$ cat src/rtl/nkh_pkg.sv
// Package for the nucleotide k-mer histogram block.
// Field widths, character codes, the bin operation record and the sweep states.
// No dependencies.
package nkh_pkg;

   localparam int K_MAX_DEF = 6;

   localparam int SYM_W = 8;
   localparam int IDX_W = 12;
   localparam int CNT_W = 32;
   localparam int KLEN_W = 3;
   localparam logic [KLEN_W-1:0] KLEN_RESET = 3'd3;

   localparam logic [SYM_W-1:0] CH_A = 8'h41;
   localparam logic [SYM_W-1:0] CH_C = 8'h43;
   localparam logic [SYM_W-1:0] CH_G = 8'h47;
   localparam logic [SYM_W-1:0] CH_T = 8'h54;

   localparam logic [1:0] NT_A = 2'd0;
   localparam logic [1:0] NT_C = 2'd1;
   localparam logic [1:0] NT_G = 2'd2;
   localparam logic [1:0] NT_T = 2'd3;

   typedef enum logic [1:0] {
      OP_NONE,
      OP_COUNT,
      OP_READ,
      OP_READ_CLEAR
   } op_type;

   typedef struct packed {
      op_type            op;
      logic [IDX_W-1:0]  addr;
   } bin_op_type;

   typedef enum logic {
      ST_CLEAR,
      ST_RUN
   } sweep_state_type;

endpackage

$ cat src/rtl/nkh_window.sv
// Front end: k-length register, character decode, rolling window and valid run.
// Produces the bin operation for the request on the channel. Depends on nkh_pkg.
module nkh_window #(
   parameter int K_MAX = nkh_pkg::K_MAX_DEF
) (
   input  logic                       clock,
   input  logic                       reset,
   input  logic                       csr_we,
   input  logic [nkh_pkg::KLEN_W-1:0] csr_wdata,
   input  logic                       accept,
   input  logic                       kind,
   input  logic [nkh_pkg::SYM_W-1:0]  symbol,
   input  logic                       seq_end,
   input  logic [nkh_pkg::IDX_W-1:0]  bin_index,
   input  logic                       clear_after_read,
   output nkh_pkg::bin_op_type        bin_op
);

   localparam int BIN_BITS = 2 * K_MAX;
   localparam int RUN_W = $clog2(K_MAX + 1);
   localparam int KC_W = (RUN_W > nkh_pkg::KLEN_W) ? RUN_W : nkh_pkg::KLEN_W;
   localparam int SH_W = $clog2(2 * (1 << KC_W) + 1);

   logic [nkh_pkg::KLEN_W-1:0] klen_ff;
   logic [BIN_BITS-1:0]        window_ff, window_in;
   logic [RUN_W-1:0]           run_ff, run_in;

   logic [KC_W-1:0]     klen_ext;
   logic [KC_W-1:0]     keff;
   logic [1:0]          code;
   logic                code_ok;
   logic [BIN_BITS-1:0] win_shift;
   logic [RUN_W-1:0]    run_next;
   logic [BIN_BITS-1:0] kmask;
   logic                count;

   always_comb begin
      klen_ext = KC_W'(klen_ff);
      if (klen_ext == '0) begin
         keff = KC_W'(1);
      end else if (klen_ext > KC_W'(K_MAX)) begin
         keff = KC_W'(K_MAX);
      end else begin
         keff = klen_ext;
      end

      code_ok = 1'b1;
      case (symbol)
         nkh_pkg::CH_A: code = nkh_pkg::NT_A;
         nkh_pkg::CH_C: code = nkh_pkg::NT_C;
         nkh_pkg::CH_G: code = nkh_pkg::NT_G;
         nkh_pkg::CH_T: code = nkh_pkg::NT_T;
         default: begin
            code = nkh_pkg::NT_A;
            code_ok = 1'b0;
         end
      endcase

      win_shift = BIN_BITS'({window_ff, code});
      run_next = (run_ff < RUN_W'(K_MAX)) ? RUN_W'(run_ff + 1'b1) : run_ff;
      kmask = ~({BIN_BITS{1'b1}} << (SH_W'(keff) << 1));
      count = code_ok && (KC_W'(run_next) >= keff);

      if (kind) begin
         bin_op.op = clear_after_read ? nkh_pkg::OP_READ_CLEAR : nkh_pkg::OP_READ;
         bin_op.addr = nkh_pkg::IDX_W'(bin_index[BIN_BITS-1:0]);
      end else if (count) begin
         bin_op.op = nkh_pkg::OP_COUNT;
         bin_op.addr = nkh_pkg::IDX_W'(win_shift & kmask);
      end else begin
         bin_op.op = nkh_pkg::OP_NONE;
         bin_op.addr = '0;
      end

      window_in = window_ff;
      run_in = run_ff;
      if (accept && !kind) begin
         if (!code_ok || seq_end) begin
            window_in = '0;
            run_in = '0;
         end else begin
            window_in = win_shift;
            run_in = run_next;
         end
      end
   end

   always_ff @(posedge clock) begin
      if (reset) begin
         klen_ff <= nkh_pkg::KLEN_RESET;
         window_ff <= '0;
         run_ff <= '0;
      end else begin
         if (csr_we) begin
            klen_ff <= csr_wdata;
         end
         window_ff <= window_in;
         run_ff <= run_in;
      end
   end

endmodule

$ cat config.mk
export PLATFORM = sky130hd
export DESIGN_NAME = nkh_window
export DESIGN_NICKNAME = d
export VERILOG_FILES = /design/src/rtl/nkh_pkg.sv /design/src/rtl/nkh_window.sv
export SDC_FILE = /design/constraint.sdc
export NUM_CORES = 1
export LEC_CHECK = 0
export BUFFER_PORTS_ARGS = -buffer_cell sky130_fd_sc_hd__buf_4
export CAP_MARGIN = 15
export CORE_MARGIN = 5
export CORE_UTILIZATION = 40
export DETAILED_ROUTE_END_ITERATION = 10
export PLACE_DENSITY = 0.79
export SETUP_SLACK_MARGIN = 0.5
export SLEW_MARGIN = 20
export SYNTH_ARGS = -nofsm -noshare
export SYNTH_HDL_FRONTEND = slang
export SYNTH_SLANG_ARGS = --single-unit
$ cat constraint.sdc
create_clock -name clock -period 2.82 [get_ports clock]
set_input_delay 0.423 -clock clock [delete_from_list [all_inputs] [get_ports clock]]
set_output_delay 0.423 -clock clock [all_outputs]
set_load 0.1 [all_outputs]
==> flow_summary.yaml, run 1 <==
setup_path:
  critPathTopFamily: "simple AND/OR/NAND/NOR gates"
  cp_data_required_time_ns: 2.40
  end_kind: "output pin"
  start_kind: "flop"
  critPathCapture: "bin_op[10]"
  r2r_setup_slack_ns: 1.62
  crit_path_max_incr_delay_ns: 0.53
  critical_path_buf_inv_count: 1
  rr_endpoint: "run_ff[0]"
  worstSetupPathDepth: 10
  ff2ff_path_depth: 4
  crit_chain: "ha_4 > nand2_2 > nor2_2 > nor2_1 > ha_1 > nand2_2 > o21a_4 > or4b_4 > o21ai_4 > buf_12"
  rr_startpoint: "run_ff[1]"
  crit_top_cell: "nand2_2"
  critical_path_class: "reg -> out"
  path_max_fanout: 4
  startpoint: "run_ff[1]"
  slowest_stage: "or4b_4"
  arrival_ns: 2.59
placement:
  port-buffer-count: 43
  routabilityCongestion: 0.728
  post_dp_cell_area_mm2: 0.00146
  dp_hpwl_mm: 2.17
  dp_cells: 178
synth:
  netlist_instances: 109
  dominantRegCellSynth: "dfxtp_1"
  synth.most_common_cell: "dfxtp_1"
  ys_types: 33
  yosys.area.top_type: "dfxtp_1"
  synth-edff-count: 0
  syn_avg_cell_area_um2: 8.92
  ys_seq_area_share_pct: 32.9
  syn-cell-area_um2: 972
  synth.top_cell.area_share_pct: 32.9
  synthTopCellsByCount: "dfxtp_1 (16), nand2_1 (14), a22o_1 (12), nor2_1 (9)"
  netlist_top_cells_area: "dfxtp_1 (33%), a22o_1 (11%), a32o_1 (6.2%)"
  synthArstFlopShare_pct: 0
  ys_ff_latch: 16
  yosysWarnings: 0
  synth_fp_nets: 143
run_status:
  violations: "negative setup slack"
  outcome: "finished, violations left"
clock_tree:
  cts_buffers: 3
  htree_num_levels: 1
  max-clock-path-buffers: 2
  cts_tree: "yes"
  cts.sinks: 16
  cts_root_buffer: "clkbuf_4"
  clock_latency_ns: 0.29
  path_clk_slew_ns: 0.09
detailed_routing:
  drc_errors: 0
  ant_nets: 0
  drt_first_iter_violations: 15
  drtPass1Iterations: 4
  vias: 1093
  via_per_inst: 5.69
  wl_per_cell_um: 16.3
  routed_wl_mm: 3.13
sta:
  final.setup.tns_ns: -0.881
  setup_viol: 10
  slew_viol_final: 0
  tightest_slew_ns: 0.773
  finalHoldViolCount: 0
  period_needed_ns: 3.01
  layout_setup_ws_ns: -0.192
  post-route-period-util_pct: 107
  maxSlewHeadroom_pct: 48.5
  finClkSkew_ns: 0.00807
  rsz0062_at_grt: "true"
  fmax_ghz: 0.332
power_and_ir_drop:
  finalPower_w: 0.000621
  power.leakage_nw: 0.772
  p_per_area_mw_per_mm2: 350
  ir_drop_uv: 219
die:
  rows: 17
  die_x_um: 59.3
  die_h_um: 59.3
  pin_count: 44
  die_area_mm2: 0.00352
  core-area_mm2: 0.00228
  start_util_pct: 42.7
run:
  cap_violations: 0
global_routing:
  overflow: 0
  grt_first_pass_wirelength_mm: 4.86
  grtUsageTotal_pct: 18.5
  grt_max_degree: 22
  grt_pass1_vias: 1074
  antenna_found_initial: 0
finish:
  final_area_mm2: 0.00178
  area_growth_pct: 82.8
  diodes: 0
  drive_above_1_share_pct: 54.9
  layout.cells.non_filler: 192
  finish.net_count: 199
min_path:
  hold_path_class: "in -> reg"
[power breakdown]
group | total, W | internal [W] | switching [W]
clock network | 0.000155 | 0.0000787 | 0.0000759
logic | 0.000236 | 0.0000967 | 0.000139
registers | 0.000231 | 0.000227 | 0.00000387
total | 0.000621 | 0.000402 | 0.000219
[sequential cells by signal, indices dropped and copies added, names as in the netlist]
name       cells
klen_ext       3
run_ff         3
window_ff     10
[per-layer routing]
metal / up-vias / part of all wire (%) / routed length [µm] / track usage, %
met4: 0 / 3.2 / 100 / 12.6
met5: - / 0 / 0 / 0
met3: 11 / 6.9 / 217 / 3.27
li1: 525 / - / - / -
met1: 507 / 40 / 1260 / 21.7
met2: 50 / 50 / 1550 / 30.3
[layout by cell type, fill, tap and decap left out, drive strengths merged]
| cell | count |
|---|---|
| nor2 | 9 |
| o21ai | 4 |
| nor3b | 3 |
| a32o | 6 |
| a21oi | 6 |
| a22o | 12 |
| a31oi | 1 |
| inv | 5 |
| o211ai | 1 |
| nor4bb | 1 |
| nand2 | 14 |
| clkbuf | 4 |
| or4b | 2 |
| mux2 | 1 |
| dfxtp | 16 |
| buf | 56 |
| nor2b | 2 |
| o31ai | 1 |
| nand2b | 2 |
| nand3 | 1 |
| or3 | 1 |
| o41ai | 3 |
| mux2i | 2 |
| nor3 | 2 |
| nor4b | 2 |
| xnor2 | 1 |
| ha | 4 |
| o21a | 2 |
[per-stage QoR]
step / setup WS, ns / hold slack (ns) / util [%]
2_1_floorplan: -0.0153 / 0.435 / -
3_3_place_gp: 0.105 / 0.453 / 64.2
3_5_place_dp: 0.0528 / 0.463 / 64.2
4_1_cts: -0.109 / 0.314 / 75.3
5_1_grt: -0.275 / 0.308 / 78.1
6_report: -0.192 / 0.322 / 78.1
[worst min path at each step]
stage                             from           end  depth (start not counted)
final                            reset   klen_ext[2]                          2
after global routing             reset   klen_ext[2]                          2
after CTS                        reset   klen_ext[2]                          2
after detailed placement  window_ff[0]  window_ff[0]                          2
after global placement    window_ff[0]  window_ff[0]                          2
after floorplan           window_ff[0]  window_ff[0]                          2
[layout make-up]
cell class	instances	area, µm²
clock buffers	4	36.3
multi-input cells	83	797
inverters	5	18.8
flip-flops and latches	16	329
fillers	141	499
well taps	28	35.0
repair buffers	56	561
[repair_timing]
item                       4_1_cts  5_1_grt
resized for setup               41        7
hold buffers                     0        0
setup endpoints to repair       13       13
pin swaps                        8       14
buffers inserted                 5        5
[logic make-up (layout without fill, tap and decap cells)]
kind of cell	Yosys count	count (layout)	synth area share, %
xor gates and xnor gates	1	1	0.901
DFF	16	16	32.9
and+or+nand+nor	39	39	23.3
AOI/OAI and AO/OA	36	36	29.3
adders and majority gates	4	4	5.15
muxes	3	3	3.22
buffers and inverters	10	65	5.15
No activity file was read; power rests on OpenSTA's default activity.
==> run 2: changes to the inputs <==
--- a/config.mk
+++ b/config.mk
@@ -12,6 +12,7 @@
 export DETAILED_ROUTE_END_ITERATION = 10
 export PLACE_DENSITY = 0.79
 export SETUP_SLACK_MARGIN = 0.5
+export SKIP_CTS_REPAIR_TIMING = 1
 export SLEW_MARGIN = 20
 export SYNTH_ARGS = -nofsm -noshare
 export SYNTH_HDL_FRONTEND = slang
==> run 2 against run 1 <==
The run still ends with negative setup slack left. Setup slack improved by 0.054 ns. Combinational power down 2%. Largest cell class unchanged. Non-clock buffer count is 4 lower. Sequential cell count did not move. Largest power group unchanged. Worst hold slack improved by 0.0052 ns. Wire length is 6.8% lower. Power fell by 1.2%. First-iteration DRC count rose by 67%. Critical endpoint unchanged.
==> flow_summary.yaml, run 2 (synthesis gave the netlist of run 1 again) <==
finish:
  largest_register_ffs: 10
  diodes: 0
  area_growth_pct: 78.0
  utilization_pct: 76.0
  layout_commonest_cell: "buf_4"
  final_area_mm2: 0.00173
  largest_register: "window_ff"
  final_cell_mix: "buf_4 (39), nand2_1 (12), dfxtp_1 (12)"
  drive_above_1_share_pct: 53.1
  finish.net_count: 195
  layout.cells.non_filler: 188
placement:
  post-place-ws_ns: 0.0528
  dp_hpwl_mm: 2.17
  port-buffer-count: 43
  dp_cells: 178
  post_dp_cell_area_mm2: 0.00146
  routabilityCongestion: 0.728
detailed_routing:
  drc_errors: 0
  vias: 1040
  drt_first_iter_violations: 25
  drtPass1Iterations: 4
  wl_per_cell_um: 15.5
  ant_nets: 0
  routed_wl_mm: 2.92
  via_per_inst: 5.53
sta:
  slew_viol_final: 0
  post-route-period-util_pct: 105
  fmax_ghz: 0.338
  tightest_slew_ns: 0.758
  period_needed_ns: 2.96
  rsz0062_at_grt: "true"
  setup_viol: 3
  finClkSkew_ns: 0.00882
  finalHoldViolCount: 0
  maxSlewHeadroom_pct: 49.5
  layout_setup_ws_ns: -0.138
setup_path:
  crit_chain: "ha_4 > nand2_2 > nor2_1 > nor2_1 > ha_1 > nand2_2 > o21a_4 > or4b_4 > o21ai_4 > buf_12"
  start_kind: "flop"
  rr_startpoint: "run_ff[2]"
  r2r_setup_slack_ns: 1.66
  end_kind: "output pin"
  slowest_stage: "or4b_4"
  path_max_fanout: 4
  crit_path_max_incr_delay_ns: 0.58
  rr_endpoint: "run_ff[0]"
  critPathTopFamily: "simple AND/OR/NAND/NOR gates"
  critical_path_buf_inv_count: 1
  arrival_ns: 2.53
  ff2ff_path_depth: 3
  cp_data_required_time_ns: 2.40
  critical_path_class: "reg -> out"
clock_tree:
  cts_root_buffer: "clkbuf_4"
  clock_latency_ns: 0.29
  cts_tree: "yes"
  cts_buffers: 3
  cts.sinks: 16
  htree_num_levels: 1
  max-clock-path-buffers: 2
  path_clk_slew_ns: 0.09
global_routing:
  grt_first_pass_wirelength_mm: 4.28
  antenna_found_initial: 0
  grtUsageTotal_pct: 16.1
  grt_pass1_vias: 982
  overflow: 0
  grt_max_degree: 22
power_and_ir_drop:
  ir_drop_uv: 218
  p_int_w: 0.000401
  swShare_pct: 34.7
  pwr-share-seq_pct: 37.6
  combPwrFrac_pct: 37.8
  power.switching_w: 0.000213
  power.leakage_nw: 0.746
  p_clk_share_pct: 24.6
  finalPower_w: 0.000614
  p_per_area_mw_per_mm2: 355
min_path:
  whs_endpoint: "klen_ext[2]"
  min_delay_path_depth: 2
  hold_path_class: "in -> reg"
  hp-start: "reset"
die:
  die_area_mm2: 0.00352
  rows: 17
  die_h_um: 59.3
  start_util_pct: 42.7
  die_x_um: 59.3
  pin_count: 44
  core-area_mm2: 0.00228
run:
  cap_violations: 0
run_status:
  violations: "negative setup slack"
  outcome: "finished, violations left"
[run 2: how the worst max path moves through the flow]
stage,start,end,slack [ns],cells past startpoint
final,run_ff[0],bin_op[10],-0.14,10
after global routing,run_ff[1],bin_op[10],-0.23,10
after CTS,run_ff[1],bin_op[8],-0.27,8
after detailed placement,run_ff[1],bin_op[8],0.05,8
after global placement,run_ff[0],bin_op[10],0.11,10
after floorplan,run_ff[1],bin_op[0],-0.02,6
[run 2: power by group through the flow]
stage,Combinational (W),Sequential (W),Clock [W]
2_1_floorplan,0.000136,0.000236,0
4_1_cts,0.000194,0.000232,0.000157
3_3_place_gp,0.000191,0.000238,0
3_5_place_dp,0.000194,0.000238,0
6_report,0.000232,0.000231,0.000151
5_1_grt,0.000243,0.000232,0.000169
[run 2: final cells by class]
type                       count  area [µm²]
sequential                    16         330
clock buffer                   4        36.3
inverter                       5        18.8
multi-input combinational     83         783
timing repair buffer          52         527
fill                         152         546
tap                           28        35.0
[run 2: routing by layer]
metal	share of wire [%]	track usage (%)	routed length, µm
met1	42	19.5	1210
met2	48	26.2	1410
met3	7.4	3.27	217
met4	2.6	9.06	77
met5	0	0	0
[run 2: through the flow]
stage	setup TNS, ns	hold WS (ns)
2_1_floorplan	-0.0153	0.435
3_3_place_gp	0	0.453
3_5_place_dp	0	0.463
4_1_cts	-1.95	0.314
5_1_grt	-1.05	0.314
6_report	-0.317	0.327
==> run 3: changes to the inputs <==
--- a/config.mk
+++ b/config.mk
@@ -8,9 +8,9 @@
 export BUFFER_PORTS_ARGS = -buffer_cell sky130_fd_sc_hd__buf_4
 export CAP_MARGIN = 15
 export CORE_MARGIN = 5
-export CORE_UTILIZATION = 40
+export CORE_UTILIZATION = 39
 export DETAILED_ROUTE_END_ITERATION = 10
-export PLACE_DENSITY = 0.79
+export PLACE_DENSITY = 0.67
 export SETUP_SLACK_MARGIN = 0.5
 export SKIP_CTS_REPAIR_TIMING = 1
 export SLEW_MARGIN = 20
==> run 3 against run 2 <==
The run still ends with negative setup slack left. Global-route usage grew 0.056 points. Critical path type unchanged. Design area down 1.8%. Highest routed layer unchanged. Clock power up 3%.
==> flow_summary.yaml, run 3 (synthesis gave the netlist of run 1 again) <==
run_status:
  outcome: "finished, violations left"
  violations: "negative setup slack"
sta:
  tightest_slew_ns: 0.452
  layout_setup_ws_ns: -0.168
  maxSlewHeadroom_pct: 69.8
  worst_hold_slack_ns: 0.328
  setup_viol: 2
  period_needed_ns: 2.99
  slew_viol_final: 0
  finalHoldViolCount: 0
  fmax_ghz: 0.335
  rsz0062_at_grt: "true"
  finClkSkew_ns: 0.00767
  post-route-period-util_pct: 106
power_and_ir_drop:
  ir_drop_uv: 268
  finalPower_w: 0.000612
  power.leakage_nw: 0.746
  p_per_area_mw_per_mm2: 360
detailed_routing:
  wl_per_cell_um: 15.7
  ant_nets: 0
  drtPass1Iterations: 4
  routed_wl_mm: 2.97
  drt_first_iter_violations: 33
  drc_errors: 0
  via_per_inst: 5.43
  vias: 1026
setup_path:
  cp_data_required_time_ns: 2.40
  critical_path_class: "reg -> out"
  path_max_fanout: 5
  start_kind: "flop"
  end_kind: "output pin"
  arrival_ns: 2.56
die:
  start_util_pct: 40.0
  die_h_um: 59.9
  core-area_mm2: 0.00243
  die_area_mm2: 0.00359
  rows: 18
  die_x_um: 59.9
  pin_count: 44
global_routing:
  overflow: 0
  antenna_found_initial: 0
  grt_max_degree: 22
  grt_first_pass_wirelength_mm: 4.48
  grtUsageTotal_pct: 16.2
  grt_pass1_vias: 977
finish:
  final_cell_mix: "buf_4 (40), dfxtp_1 (14), nand2_1 (11)"
  drive_above_1_share_pct: 52.2
  utilization_pct: 69.9
  layout_commonest_cell: "buf_4"
  finish.net_count: 194
  area_growth_pct: 74.8
  diodes: 0
  largest_register_ffs: 10
  fillerInstances: 178
  largest_register: "window_ff"
clock_tree:
  clock_latency_ns: 0.29
  htree_num_levels: 1
  cts_buffers: 3
  cts_tree: "yes"
  cts.sinks: 16
  path_clk_slew_ns: 0.10
  max-clock-path-buffers: 2
  cts_root_buffer: "clkbuf_4"
placement:
  dp_hpwl_mm: 2.26
  routabilityCongestion: 0.786
  port-buffer-count: 43
  post-place-ws_ns: -0.000943
min_path:
  hold_path_class: "in -> reg"
run:
  cap_violations: 0
[run 3: layer usage]
layer,GRT usage (%),wire (µm),up-vias
li1,-,-,513
met1,21.2,1220,471
met2,27.3,1500,40
met3,2.16,225,2
met4,4.75,25,0
met5,0,0,-
[run 3: area by class of cell]
type	instances	area, µm²	area share [%]
Multi-Input combinational cell	83	778	45.8
Timing Repair Buffer	51	503	29.6
Sequential cell	16	325	19.1
Tap cell	30	37.5	2.21
Clock buffer	4	36.3	2.14
Inverter	5	18.8	1.10
[run 3: worst paths after layout]
| check | startpoint | cells after the start | endpoint | slack [ns] |
|---|---|---|---|---|
| worst max register to register | run_ff[1] | 4 | run_ff[0] | 1.63 |
| worst max-delay path | run_ff[0] | 9 | bin_op[11] | -0.17 |
| worst min register to register | window_ff[1] | 2 | window_ff[1] | 0.48 |
| worst min-delay path | reset | 2 | klen_ext[2] | 0.33 |
[run 3: through the flow]
stage          std cells  area (µm²)  setup TNS (ns)
2_1_floorplan        109        1110         -0.0153
3_3_place_gp         181        1470               0
3_5_place_dp         181        1470       -0.000943
4_1_cts              185        1510           -2.28
5_1_grt              189        1700           -1.08
6_report             189        1700          -0.326
[run 3: power by group]
group | switching, W | internal [W]
Sequential | 0.00000297 | 0.000228
Combinational | 0.000136 | 0.0000907
Clock | 0.0000768 | 0.0000785
[run 3: worst max-delay path, cell delays in order (launching register included)]
cell     delay, ns
dfxtp_4       0.38
ha_4          0.16
nor2_1        0.12
nor2_1        0.08
ha_1          0.31
nand2_2       0.06
o21a_4        0.22
or4b_4        0.59
o21ai_4       0.17
buf_12        0.19
