$ cat config.mk
export PLATFORM = sky130hd
export DESIGN_NAME = nkh_bin_update
export DESIGN_NICKNAME = d
export VERILOG_FILES = /design/src/rtl/nkh_pkg.sv /design/src/rtl/nkh_bin_update.sv
export SDC_FILE = /design/constraint.sdc
export NUM_CORES = 1
export LEC_CHECK = 0
export BUFFER_PORTS_ARGS = -buffer_cell sky130_fd_sc_hd__buf_2
export CAP_MARGIN = 20
export CORE_ASPECT_RATIO = 1.5
export CORE_UTILIZATION = 30
export DETAILED_ROUTE_END_ITERATION = 7
export PLACE_DENSITY = 0.49
export SETUP_SLACK_MARGIN = 0.1
export SYNTH_ARGS = -nofsm -noshare
export SYNTH_HDL_FRONTEND = slang
export SYNTH_SLANG_ARGS = --single-unit
export TNS_END_PERCENT = 100
$ cat constraint.sdc
create_clock -name clock -period 4 [get_ports clock]
set_input_delay 0.2 -clock clock [delete_from_list [all_inputs] [get_ports clock]]
set_output_delay 0.2 -clock clock [all_outputs]
set_load 0.02 [all_outputs]
$ cat src/rtl/nkh_pkg.sv
// Package for the nucleotide k-mer histogram block.
// Field widths, character codes, the bin operation record and the sweep states.
// No dependencies.
package nkh_pkg;

   localparam int K_MAX_DEF = 6;

   localparam int SYM_W = 8;
   localparam int IDX_W = 12;
   localparam int CNT_W = 32;
   localparam int KLEN_W = 3;
   localparam logic [KLEN_W-1:0] KLEN_RESET = 3'd3;

   localparam logic [SYM_W-1:0] CH_A = 8'h41;
   localparam logic [SYM_W-1:0] CH_C = 8'h43;
   localparam logic [SYM_W-1:0] CH_G = 8'h47;
   localparam logic [SYM_W-1:0] CH_T = 8'h54;

   localparam logic [1:0] NT_A = 2'd0;
   localparam logic [1:0] NT_C = 2'd1;
   localparam logic [1:0] NT_G = 2'd2;
   localparam logic [1:0] NT_T = 2'd3;

   typedef enum logic [1:0] {
      OP_NONE,
      OP_COUNT,
      OP_READ,
      OP_READ_CLEAR
   } op_type;

   typedef struct packed {
      op_type            op;
      logic [IDX_W-1:0]  addr;
   } bin_op_type;

   typedef enum logic {
      ST_CLEAR,
      ST_RUN
   } sweep_state_type;

endpackage

$ cat src/rtl/nkh_bin_update.sv
// Bin read-modify-write stage, running total, response register and the
// post-reset clearing sweep of the bin memory. Depends on nkh_pkg.
module nkh_bin_update #(
   parameter int K_MAX = nkh_pkg::K_MAX_DEF
) (
   input  logic                       clock,
   input  logic                       reset,
   input  logic                       req_valid,
   output logic                       req_ready,
   input  nkh_pkg::bin_op_type        bin_op,
   output logic                       rd_en,
   output logic [2*K_MAX-1:0]         rd_addr,
   input  logic [nkh_pkg::CNT_W-1:0]  rd_data,
   output logic                       wr_en,
   output logic [2*K_MAX-1:0]         wr_addr,
   output logic [nkh_pkg::CNT_W-1:0]  wr_data,
   output logic                       rsp_valid,
   input  logic                       rsp_ready,
   output logic                       rsp_counted,
   output logic [nkh_pkg::IDX_W-1:0]  rsp_kmer_index,
   output logic [nkh_pkg::CNT_W-1:0]  rsp_bin_count,
   output logic [nkh_pkg::CNT_W-1:0]  rsp_total_count
);

   localparam int BIN_BITS = 2 * K_MAX;
   localparam int CNT_W = nkh_pkg::CNT_W;

   nkh_pkg::sweep_state_type st_ff, st_in;
   logic [BIN_BITS-1:0]      clr_addr_ff, clr_addr_in;

   logic                     s1_valid_ff;
   nkh_pkg::bin_op_type      s1_op_ff;
   logic                     s1_hit_ff;
   logic [CNT_W-1:0]         s1_fwd_ff;
   logic [CNT_W-1:0]         total_ff, total_in;

   logic                     out_valid_ff;
   logic                     out_counted_ff;
   logic [nkh_pkg::IDX_W-1:0] out_kidx_ff;
   logic [CNT_W-1:0]         out_bin_ff;
   logic [CNT_W-1:0]         out_total_ff;

   logic                     accept;
   logic                     s1_adv;
   logic [CNT_W-1:0]         old_bin;
   logic                     bin_full;
   logic                     s1_wr;
   logic [CNT_W-1:0]         s1_wr_data;
   logic                     res_counted;
   logic [nkh_pkg::IDX_W-1:0] res_kidx;
   logic [CNT_W-1:0]         res_bin;
   logic [CNT_W-1:0]         res_total;

   // sweep sequencer
   always_comb begin
      st_in = st_ff;
      clr_addr_in = clr_addr_ff;
      case (st_ff)
         nkh_pkg::ST_CLEAR: begin
            clr_addr_in = BIN_BITS'(clr_addr_ff + 1'b1);
            if (clr_addr_ff == {BIN_BITS{1'b1}}) begin
               st_in = nkh_pkg::ST_RUN;
            end
         end
         nkh_pkg::ST_RUN: begin
            st_in = nkh_pkg::ST_RUN;
         end
         default: begin
            st_in = nkh_pkg::ST_CLEAR;
         end
      endcase
   end

   always_ff @(posedge clock) begin
      if (reset) begin
         st_ff <= nkh_pkg::ST_CLEAR;
         clr_addr_ff <= '0;
      end else begin
         st_ff <= st_in;
         clr_addr_ff <= clr_addr_in;
      end
   end

   assign s1_adv = s1_valid_ff && (!out_valid_ff || rsp_ready);
   assign req_ready = (st_ff == nkh_pkg::ST_RUN) && (!s1_valid_ff || s1_adv);
   assign accept = req_valid && req_ready;

   assign rd_en = accept;
   assign rd_addr = bin_op.addr[BIN_BITS-1:0];

   // write landing at the read edge is invisible to the read, so forward it
   assign old_bin = s1_hit_ff ? s1_fwd_ff : rd_data;
   assign bin_full = (old_bin == {CNT_W{1'b1}});

   always_comb begin
      s1_wr = 1'b0;
      s1_wr_data = '0;
      res_counted = 1'b0;
      res_kidx = '0;
      res_bin = '0;
      res_total = total_ff;
      total_in = total_ff;
      case (s1_op_ff.op)
         nkh_pkg::OP_COUNT: begin
            res_counted = 1'b1;
            res_kidx = s1_op_ff.addr;
            s1_wr = 1'b1;
            if (bin_full) begin
               s1_wr_data = old_bin;
            end else begin
               s1_wr_data = old_bin + 1'b1;
               if (total_ff != {CNT_W{1'b1}}) begin
                  total_in = total_ff + 1'b1;
               end
            end
            res_total = total_in;
         end
         nkh_pkg::OP_READ: begin
            res_bin = old_bin;
         end
         nkh_pkg::OP_READ_CLEAR: begin
            res_bin = old_bin;
            s1_wr = 1'b1;
            total_in = (total_ff >= old_bin) ? total_ff - old_bin : '0;
         end
         default: begin
            res_total = total_ff;
         end
      endcase
   end

   always_comb begin
      if (st_ff == nkh_pkg::ST_CLEAR) begin
         wr_en = 1'b1;
         wr_addr = clr_addr_ff;
         wr_data = '0;
      end else begin
         wr_en = s1_adv && s1_wr;
         wr_addr = s1_op_ff.addr[BIN_BITS-1:0];
         wr_data = s1_wr_data;
      end
   end

   always_ff @(posedge clock) begin
      if (reset) begin
         s1_valid_ff <= 1'b0;
         out_valid_ff <= 1'b0;
         total_ff <= '0;
      end else begin
         if (accept) begin
            s1_valid_ff <= 1'b1;
         end else if (s1_adv) begin
            s1_valid_ff <= 1'b0;
         end
         if (s1_adv) begin
            out_valid_ff <= 1'b1;
            total_ff <= total_in;
         end else if (rsp_ready) begin
            out_valid_ff <= 1'b0;
         end
      end
   end

   always_ff @(posedge clock) begin
      if (accept) begin
         s1_op_ff <= bin_op;
         s1_hit_ff <= wr_en && (wr_addr == rd_addr);
         s1_fwd_ff <= wr_data;
      end
      if (s1_adv) begin
         out_counted_ff <= res_counted;
         out_kidx_ff <= res_kidx;
         out_bin_ff <= res_bin;
         out_total_ff <= res_total;
      end
   end

   assign rsp_valid = out_valid_ff;
   assign rsp_counted = out_counted_ff;
   assign rsp_kmer_index = out_kidx_ff;
   assign rsp_bin_count = out_bin_ff;
   assign rsp_total_count = out_total_ff;

endmodule

==> qor_table.md, run 1 <==
| Result | Value | Unit |
| --- | --- | --- |
| Run status | finished, final reports clean | - |
| Count of filler cells inserted in the layout | 3640 | - |
| Category of the critical setup timing path | reg -> out | - |
| Largest vdd supply drop | 0.2578 | mV |
| Mean routed wirelength per cell | 19.88 | microns |
| Clock tree from TritonCTS | built | - |
| Horiz. Die Dim | 157.8 | microns |
| Diode insertion count for antenna repair | 0 | - |
| DIE AREA | 37200 | sq um |
| Total gr overflow | 0 | - |
| Crit-path cells | buf_12 -> mux2i_4 -> inv_1 -> ha_1 -> a21boi_1 -> buf_4 -> nand4_4 -> nor2_2 -> nor2_1 -> nand2_1 -> or3_1 -> a211oi_2 -> buf_2 | - |
| TritonCTS sink count | 171 | - |
| Via count of the first global-routing pass | 9514 | - |
| Proportion of register bits with asynchronous set or reset after synthesis | 0 | % |
| Primary flip-flop cell chosen by synthesis mapping | sky130_fd_sc_hd__edfxtp_1 | - |
| Leakage power summed over all cells | 5.188 | nW |
| Aggregate global-route resource usage | 20.08 | % |
| CTS H-tree depth | 4 | - |
| PortBufs | 186 | - |
| Antenna violations before repair | 0 | - |
| Signed area change from the synthesized netlist to the final layout | 22.22 | % |
| Cell area after synthesis | 10920 | sq um |
| Max cap viols | 0 | - |
| Cell type with the highest aggregate area in the netlist | sky130_fd_sc_hd__edfxtp_1 | - |
| Cell with the largest stage delay on the worst path | sky130_fd_sc_hd__edfxtp_1 | - |
| Endpoints failing setup | 0 | - |
| Number of design-rule violations left by the first detailed-router iteration | 454 | - |
| Power per Cell Area | 282.6 | nW/um^2 |
| CP Launch Type | register | - |
| I/O pin total | 187 | - |
| Largest net degree at the start of global routing | 78 | - |
| Floorplan row count | 85 | - |
| Setup total negative slack | 0 | ps |
| Count of pins over their slew limit | 0 | - |
| Half-perimeter wire length of the detailed placement result | 28090 | microns |
| Endpoint required time on the critical path | 3800 | ps |
| Bufs on Longest Clock Path | 2 | - |
| Part of the cycle the worst path needs | 93.24 | % |
| Maximum clock frequency | 268.1 | MHz |
| Max-slew headroom | 41.21 | % |
| Insertion delay to the later sink of the worst-skew pair | 460 | ps |
| Synth Net Count | 1216 | - |
| Area contributors post-synth | sky130_fd_sc_hd__edfxtp_1 34%, sky130_fd_sc_hd__dfxtp_1 8.6%, sky130_fd_sc_hd__nor2_1 4.9% | - |
| Number of distinct standard cells referenced by the synthesized netlist | 91 | - |
| Effective utilization at floorplan | 30.48 | % |
| Root buf cell | sky130_fd_sc_hd__clkbuf_16 | - |
| Post-Synthesis Cells | 1128 | - |
| Final #Nets | 1429 | - |
| Vias per std cell | 5.203 | - |
| Global-route wire length before repair | 54970 | microns |
| Vias after detailed routing | 9532 | - |
| Worst-case clock skew | 17.52 | ps |
| Clock period minus final worst setup slack | 3730 | ps |
| Post-route DRC violation count | 0 | - |
| Internal reg-to-reg setup slack | 370 | ps |
| Clock-pin slew on the worst setup and hold paths | 80 | ps |
| Post-synthesis sequential element count | 171 | - |
| Number of warnings printed during yosys synthesis | 0 | - |
| Post-DRT Antenna Nets | 0 | - |
| RePlAce Congestion | 0.9254 | - |
| Worst-Margin Slew | 879.7 | ps |
| Core area | 35840 | sq um |
| Data arrival time of the critical path | 3530 | ps |
| Setup slack after layout | 270.2 | ps |
| Share of the yosys chip area belonging to registers | 42.70 | % |
| Top-area cell type share of the netlist area | 34.09 | % |
| EDFF count, synth | 124 | - |
| Hold crit path type | in -> reg | - |
| Setup WS pre-CTS | 185.3 | ps |
| First-pass iteration count of the detailed router | 5 | - |
| Die height | 235.7 | microns |
| Share of post-route cells with drive strength above 1 | 25.11 | % |
| Total detailed-routing wirelength | 36430 | microns |
| Delay of the slowest critical-path stage | 460 | ps |
| Setup repair after global routing missed its margin | no | - |
| Largest fanout on the critical path | 25 | - |
| Clock buffer count from CTS | 17 | - |
| Type of element capturing the critical path | primary output | - |
| Hold violation total from the final report | 0 | - |
| Average size of a mapped cell | 9.685 | sq um |
[worst max-delay path: cells and delay by family, from the launching register on]
family / cells / cell delay, ps
mux: 1 / 310
simple gates: 5 / 870
flops: 1 / 460
compound gates: 2 / 460
buf+inv: 4 / 730
fa+ha+maj: 1 / 230
[synth_stat cells (18+ instances only)]
master                     number
sky130_fd_sc_hd__mux2i_1       33
sky130_fd_sc_hd__xor2_1        46
sky130_fd_sc_hd__inv_1         18
sky130_fd_sc_hd__nor2_1       143
sky130_fd_sc_hd__nor3_1        24
sky130_fd_sc_hd__and2_1        21
sky130_fd_sc_hd__a21o_1        21
sky130_fd_sc_hd__edfxtp_1     124
sky130_fd_sc_hd__a21oi_1       59
sky130_fd_sc_hd__nand4_1       21
sky130_fd_sc_hd__clkbuf_1      33
sky130_fd_sc_hd__o21ai_0       42
sky130_fd_sc_hd__ha_1          37
sky130_fd_sc_hd__xnor2_1       55
sky130_fd_sc_hd__nand2_1      102
sky130_fd_sc_hd__nand3_1       36
sky130_fd_sc_hd__dfxtp_1       47
[sequential cells by signal, indices dropped and copies added, names as in the netlist]
| register | cells |
|---|---|
| rsp_kmer_index | 12 |
| st_ff | 1 |
| clr_addr_ff | 12 |
| s1_valid_ff | 1 |
| s1_fwd_ff | 32 |
| rsp_counted | 1 |
| rsp_total_count | 32 |
| rsp_bin_count | 32 |
| rsp_valid | 1 |
| total_ff | 32 |
| s1_op_ff | 14 |
| s1_hit_ff | 1 |
[metrics by stage]
step           power (mW)  instances  util, %  hold WS (ps)  cell area (sq um)
2_1_floorplan       2.070       1128        -         298.9              10920
3_3_place_gp        2.157       1782    34.96         381.6              12530
3_5_place_dp        2.157       1782    34.96         381.6              12530
4_1_cts             3.829       1828    36.95         27.01              13240
5_1_grt             3.909       1832    37.25         99.22              13350
6_report            3.773       1832    37.25         63.60              13350
[where the power goes]
group          total (mW)  switching [mW]  internal, mW
registers            1.88         0.00284          1.88
clock network        1.64           0.821         0.821
logic               0.248           0.144         0.104
total                3.77           0.968          2.81
[layer usage]
| metal | routed length [microns] | GRT usage [%] | vias up |
|---|---|---|---|
| met4 | 2092 | 12.47 | 0 |
| met5 | 0 | 0 | - |
| li1 | - | - | 4600 |
| met3 | 1743 | 3.443 | 90 |
| met2 | 18240 | 35.10 | 353 |
| met1 | 14350 | 22.23 | 4489 |
[kinds of logic (layout without fill, tap and decap cells)]
logic type / Yosys count / after routing / synth area share [%]
and+or+nand+nor: 443 / 443 / 20.90
AOI/OAI and AO/OA: 246 / 246 / 15.68
adders and majority gates: 38 / 38 / 4.421
DFF: 171 / 171 / 42.70
muxes: 46 / 46 / 4.398
buffers and inverters: 83 / 309 / 3.802
xor gates and xnor gates: 101 / 101 / 8.098
[area by class of cell]
| type | count | area [sq um] | share of cell area (%) |
|---|---|---|---|
| clock buffers | 18 | 429.2 | 3.214 |
| repair buffers | 258 | 1539 | 11.53 |
| multi-input cells | 874 | 5924 | 44.37 |
| flip-flops and latches | 171 | 4664 | 34.94 |
| well taps | 478 | 598.1 | 4.479 |
| inverters | 19 | 71.32 | 0.5342 |
| clock inverters | 14 | 125.1 | 0.9371 |
[path summary, 6_finish.rpt]
| path | startpoint | endpoint | cells after the start |
|---|---|---|---|
| worst max-delay path | s1_hit_ff | wr_data[5] | 13 |
| worst min-delay path | rsp_ready | rsp_valid | 4 |
| worst max register to register | s1_hit_ff | total_ff[23] | 13 |
| worst min register to register | clr_addr_ff[5] | clr_addr_ff[5] | 2 |
[layout by cell type, fill, tap and decap left out, types with 7 or more instances in the layout]
master	instances
sky130_fd_sc_hd__inv_6	7
sky130_fd_sc_hd__buf_4	56
sky130_fd_sc_hd__dlygate4sd3_1	14
sky130_fd_sc_hd__a211oi_1	11
sky130_fd_sc_hd__edfxtp_1	124
sky130_fd_sc_hd__nand4_1	21
sky130_fd_sc_hd__mux2i_1	28
sky130_fd_sc_hd__o311ai_0	8
sky130_fd_sc_hd__clkbuf_16	17
sky130_fd_sc_hd__and2_1	19
sky130_fd_sc_hd__a21o_1	21
sky130_fd_sc_hd__o211ai_1	7
sky130_fd_sc_hd__buf_2	186
sky130_fd_sc_hd__and4_1	7
sky130_fd_sc_hd__dfxtp_1	47
sky130_fd_sc_hd__xor2_1	46
sky130_fd_sc_hd__nor3_1	23
sky130_fd_sc_hd__nand3_1	36
sky130_fd_sc_hd__nand2_1	102
sky130_fd_sc_hd__and3_1	14
sky130_fd_sc_hd__nor2b_1	10
sky130_fd_sc_hd__a31oi_1	10
sky130_fd_sc_hd__o21ai_0	41
sky130_fd_sc_hd__nor2_1	142
sky130_fd_sc_hd__mux2_2	12
sky130_fd_sc_hd__o22ai_1	13
sky130_fd_sc_hd__xnor2_1	55
sky130_fd_sc_hd__nand3b_1	13
sky130_fd_sc_hd__inv_1	18
sky130_fd_sc_hd__ha_1	37
sky130_fd_sc_hd__nor4_1	8
sky130_fd_sc_hd__a21oi_1	58
[what timing repair did]
item / in CTS / in global routing
endpoints found under the hold margin: 14 / 0
setup buffers: 0 / 3
cloned: 0 / 0
pin swaps: 0 / 2
endpoints found under the setup margin: 16 / 19
hold buffers: 14 / 0
resized for setup: 5 / 11
Power figures use the tool's default switching activity.
==> run 2, diff against run 1 <==
CORE_ASPECT_RATIO = 1.25   (was 1.5)
PLACE_DENSITY = 0.47   (was 0.49)
RECOVER_POWER = 50   (was not set)
clock period = 3.5 ns   (was 4 ns; I/O delays follow)
==> run 2 against run 1 <==
  * Via count grew 1.2%
  * Design area rose by 2.8%
  * Utilization increased by 1.2 points
  * Total power is 16% higher
  * Sequential share of layout area fell by 0.94 points
  * Highest routed layer unchanged
==> qor_table.md, run 2 (synthesis results as in run 1) <==
| Result | Value | Unit | Change |
| --- | --- | --- | --- |
| Horiz. Die Dim | 172.7 | microns | +9.4% |
| Maximum clock frequency | 300.1 | MHz |  |
| Critical Path Most Common Cell | sky130_fd_sc_hd__buf_6 | - |  |
| Mean routed wirelength per cell | 19.25 | microns | -3.2% |
| Cell family contributing the most delay on the critical path | buffers and inverters | - |  |
| I/O pin total | 187 | - | unchanged |
| Category of the critical setup timing path | reg -> out | - |  |
| Number of cells in the design after placement | 1809 | - | +1.5% |
| PortBufs | 186 | - | unchanged |
| Total detailed-routing wirelength | 35960 | microns | -1.3% |
| Crit path buf inv count | 5 | - | +1 |
| Aggregate global-route resource usage | 19.27 | % | -0.82 points |
| Die height | 215.4 | microns | -8.6% |
| Setup slack after layout | 168.2 | ps | -102.0 ps |
| Type of element capturing the critical path | primary output | - |  |
| Share of post-route cells with drive strength above 1 | 20.95 | % | -4.2 points |
| Crit-path cells | buf_6 -> buf_6 -> mux2i_4 -> inv_2 -> ha_2 -> a21boi_2 -> buf_4 -> nand4_4 -> o2111a_2 -> and4bb_4 -> nand3b_1 -> xnor2_1 -> nor2_2 -> buf_6 | - |  |
| DIE AREA | 37190 | sq um | about the same |
| Core area | 35650 | sq um | -0.54% |
| Effective utilization at floorplan | 30.65 | % | +0.17 points |
| CP Launch Type | register | - |  |
| Hold crit path type | in -> reg | - |  |
| Delay of the slowest critical-path stage | 340 | ps | -120 ps |
| Clock tree from TritonCTS | built | - |  |
| Signed area change from the synthesized netlist to the final layout | 25.60 | % |  |
| Post-DRT Antenna Nets | 0 | - | unchanged |
| Vias after detailed routing | 9649 | - | +1.2% |
| Worst-Margin Slew | 1111 | ps | +231.7 ps |
| Portion of total power attributed to combinational logic | 6.9 | % | +0.3 points |
| Bufs on Longest Clock Path | 2 | - | unchanged |
| Half-perimeter wire length of the detailed placement result | 27120 | microns | -3.5% |
| CTS H-tree depth | 4 | - | unchanged |
| Final #Nets | 1469 | - | +2.8% |
| Number of design-rule violations left by the first detailed-router iteration | 552 | - | +22% |
| Most common cell after layout, fill and taps aside | sky130_fd_sc_hd__nor2_1 | - |  |
| Timing startpoint of the critical path | s1_hit_ff | - |  |
| Clock network fraction of design power | 44.1 | % | +0.6 points |
| Root buf cell | sky130_fd_sc_hd__clkbuf_16 | - |  |
| Max-slew headroom | 25.90 | % | -15 points |
| Final Instance Count excl. Fillers | 1868 | - | +2.0% |
| Startpoint of the worst register-to-register path | s1_hit_ff | - |  |
| TritonCTS sink count | 171 | - | unchanged |
| HP Start | rd_data[5] | - |  |
| Vias per std cell | 5.165 | - | -0.72% |
| Setup WS pre-CTS | -51.27 | ps | -236.6 ps |
| Antenna violations before repair | 0 | - | unchanged |
| Largest vdd supply drop | 0.3092 | mV | +20% |
| RePlAce Congestion | 0.8948 | - | -3.3% |
| Setup total negative slack | 0 | ps | unchanged |
| Clock period minus final worst setup slack | 3332 | ps |  |
| Setup repair after global routing missed its margin | yes | - |  |
| Sequential share of power | 49.0 | % | -0.9 points |
| Endpoint required time on the critical path | 3320 | ps | -480 ps |
| First-pass iteration count of the detailed router | 5 | - | unchanged |
| Clock-pin slew on the worst setup and hold paths | 70 | ps | about the same |
| Most frequent cells in the layout | 137 x sky130_fd_sc_hd__nor2_1, 124 x sky130_fd_sc_hd__edfxtp_1, 104 x sky130_fd_sc_hd__clkbuf_1 | - |  |
| Total gr overflow | 0 | - | unchanged |
| Switching part of the total power | 26.41 | % | +0.77 points |
| Finished Cell Area | 13720 | sq um | +2.8% |
| Run status | finished, final reports clean | - |  |
| Via count of the first global-routing pass | 9591 | - | +0.81% |
| Clock buffer count from CTS | 17 | - | unchanged |
| Diode insertion count for antenna repair | 0 | - | unchanged |
| Global-route wire length before repair | 54910 | microns | -0.11% |
| Placed cell areas | 12830 | sq um | +2.4% |
| Data arrival time of the critical path | 3160 | ps | -370 ps |
| Largest net degree at the start of global routing | 45 | - | -42% |
| Leakage power summed over all cells | 5.214 | nW | +0.50% |
| Design internal power | 3.233 | mW | +15% |
| Max cap viols | 0 | - | unchanged |
| NetSw | 1.160 | mW | +20% |
| Endpoints failing setup | 0 | - | unchanged |
| Power per Cell Area | 320.2 | nW/um^2 | +13% |
| Count of pins over their slew limit | 0 | - | unchanged |
| Hold violation total from the final report | 0 | - | unchanged |
| Part of the cycle the worst path needs | 95.20 | % |  |
| Largest fanout on the critical path | 7 | - | -72% |
| Post-route DRC violation count | 0 | - | unchanged |
| Layout Utilization | 38.49 | % | +1.2 points |
| Floorplan row count | 77 | - | -9.4% |
| Cell with the largest stage delay on the worst path | sky130_fd_sc_hd__edfxtp_1 | - |  |
| Insertion delay to the later sink of the worst-skew pair | 470 | ps | about the same |
| Worst-case clock skew | 16.48 | ps | -1.041 ps |
[run 2: changes by cell type in the layout (fill, tap and decap cells not counted), moves of 5 or more]
cell / before / now
sky130_fd_sc_hd__and2_0: 0 / 6
sky130_fd_sc_hd__and2_1: 19 / 14
sky130_fd_sc_hd__buf_2: 186 / 77
sky130_fd_sc_hd__buf_4: 56 / 91
sky130_fd_sc_hd__clkbuf_1: 1 / 104
sky130_fd_sc_hd__nor2_1: 142 / 137
sky130_fd_sc_hd__nor2_2: 3 / 8
[run 2: final cells by class]
class                           instances  area [sq um]
Clock buffer                           17         425.4
Clock inverter                         15         148.9
Fill cell                            3639         21930
Inverter                               19         71.32
Multi-Input combinational cell        874          6036
Sequential cell                       171          4664
Tap cell                              474         593.1
Timing Repair Buffer                  298          1782
[run 2: worst paths after layout]
kind | endpoint | slack [ps] | cells after the start
setup / recovery | wr_data[31] | 170 | 14
hold / removal | rsp_bin_count[5] | 140 | 3
setup reg to reg | total_ff[27] | 250 | 14
hold reg to reg | clr_addr_ff[5] | 520 | 2
[run 2: worst reg2reg max path, stage by stage, from the launching register on]
cell                       delay [ps]
sky130_fd_sc_hd__edfxtp_1         340
sky130_fd_sc_hd__buf_6            190
sky130_fd_sc_hd__buf_6            190
sky130_fd_sc_hd__mux2i_2          350
sky130_fd_sc_hd__ha_1             310
sky130_fd_sc_hd__buf_4            160
sky130_fd_sc_hd__a211oi_1         260
sky130_fd_sc_hd__o21ai_0          120
sky130_fd_sc_hd__a21oi_1          310
sky130_fd_sc_hd__a21oi_1          170
sky130_fd_sc_hd__buf_4            170
sky130_fd_sc_hd__nor4_1           290
sky130_fd_sc_hd__a211oi_1          80
sky130_fd_sc_hd__nand4_1          110
sky130_fd_sc_hd__a21oi_1           60
[run 2: stage by stage]
stage / hold slack (ps) / total power, mW
3_3_place_gp: 355.4 / 2.483
6_report: 137.5 / 4.393
3_5_place_dp: 357.3 / 2.481
2_1_floorplan: 273.9 / 2.367
4_1_cts: 140.7 / 4.441
5_1_grt: 154.1 / 4.535
[run 2: repair_timing]
item	4_1_cts	5_1_grt
cloned	0	2
pin swaps	3	9
setup endpoints to repair	25	56
buffers inserted	5	5
resized for setup	12	37
hold buffers	15	0
hold endpoints to repair	15	0
[run 2: layer usage]
metal,vias up,GRT usage [%],part of all wire (%)
li1,4668,-,-
met1,4595,23.48,43
met2,314,32.38,48
met3,72,4.919,5.5
met4,0,7.552,3.5
met5,-,0,0
[run 2: power by group through the flow]
stage	Combinational, mW	Sequential [mW]	Clock [mW]
after floorplan	0.170	2.20	0
after global placement	0.285	2.20	0
after detailed placement	0.283	2.20	0
after CTS	0.299	2.15	1.99
after global routing	0.330	2.15	2.05
final	0.302	2.15	1.94
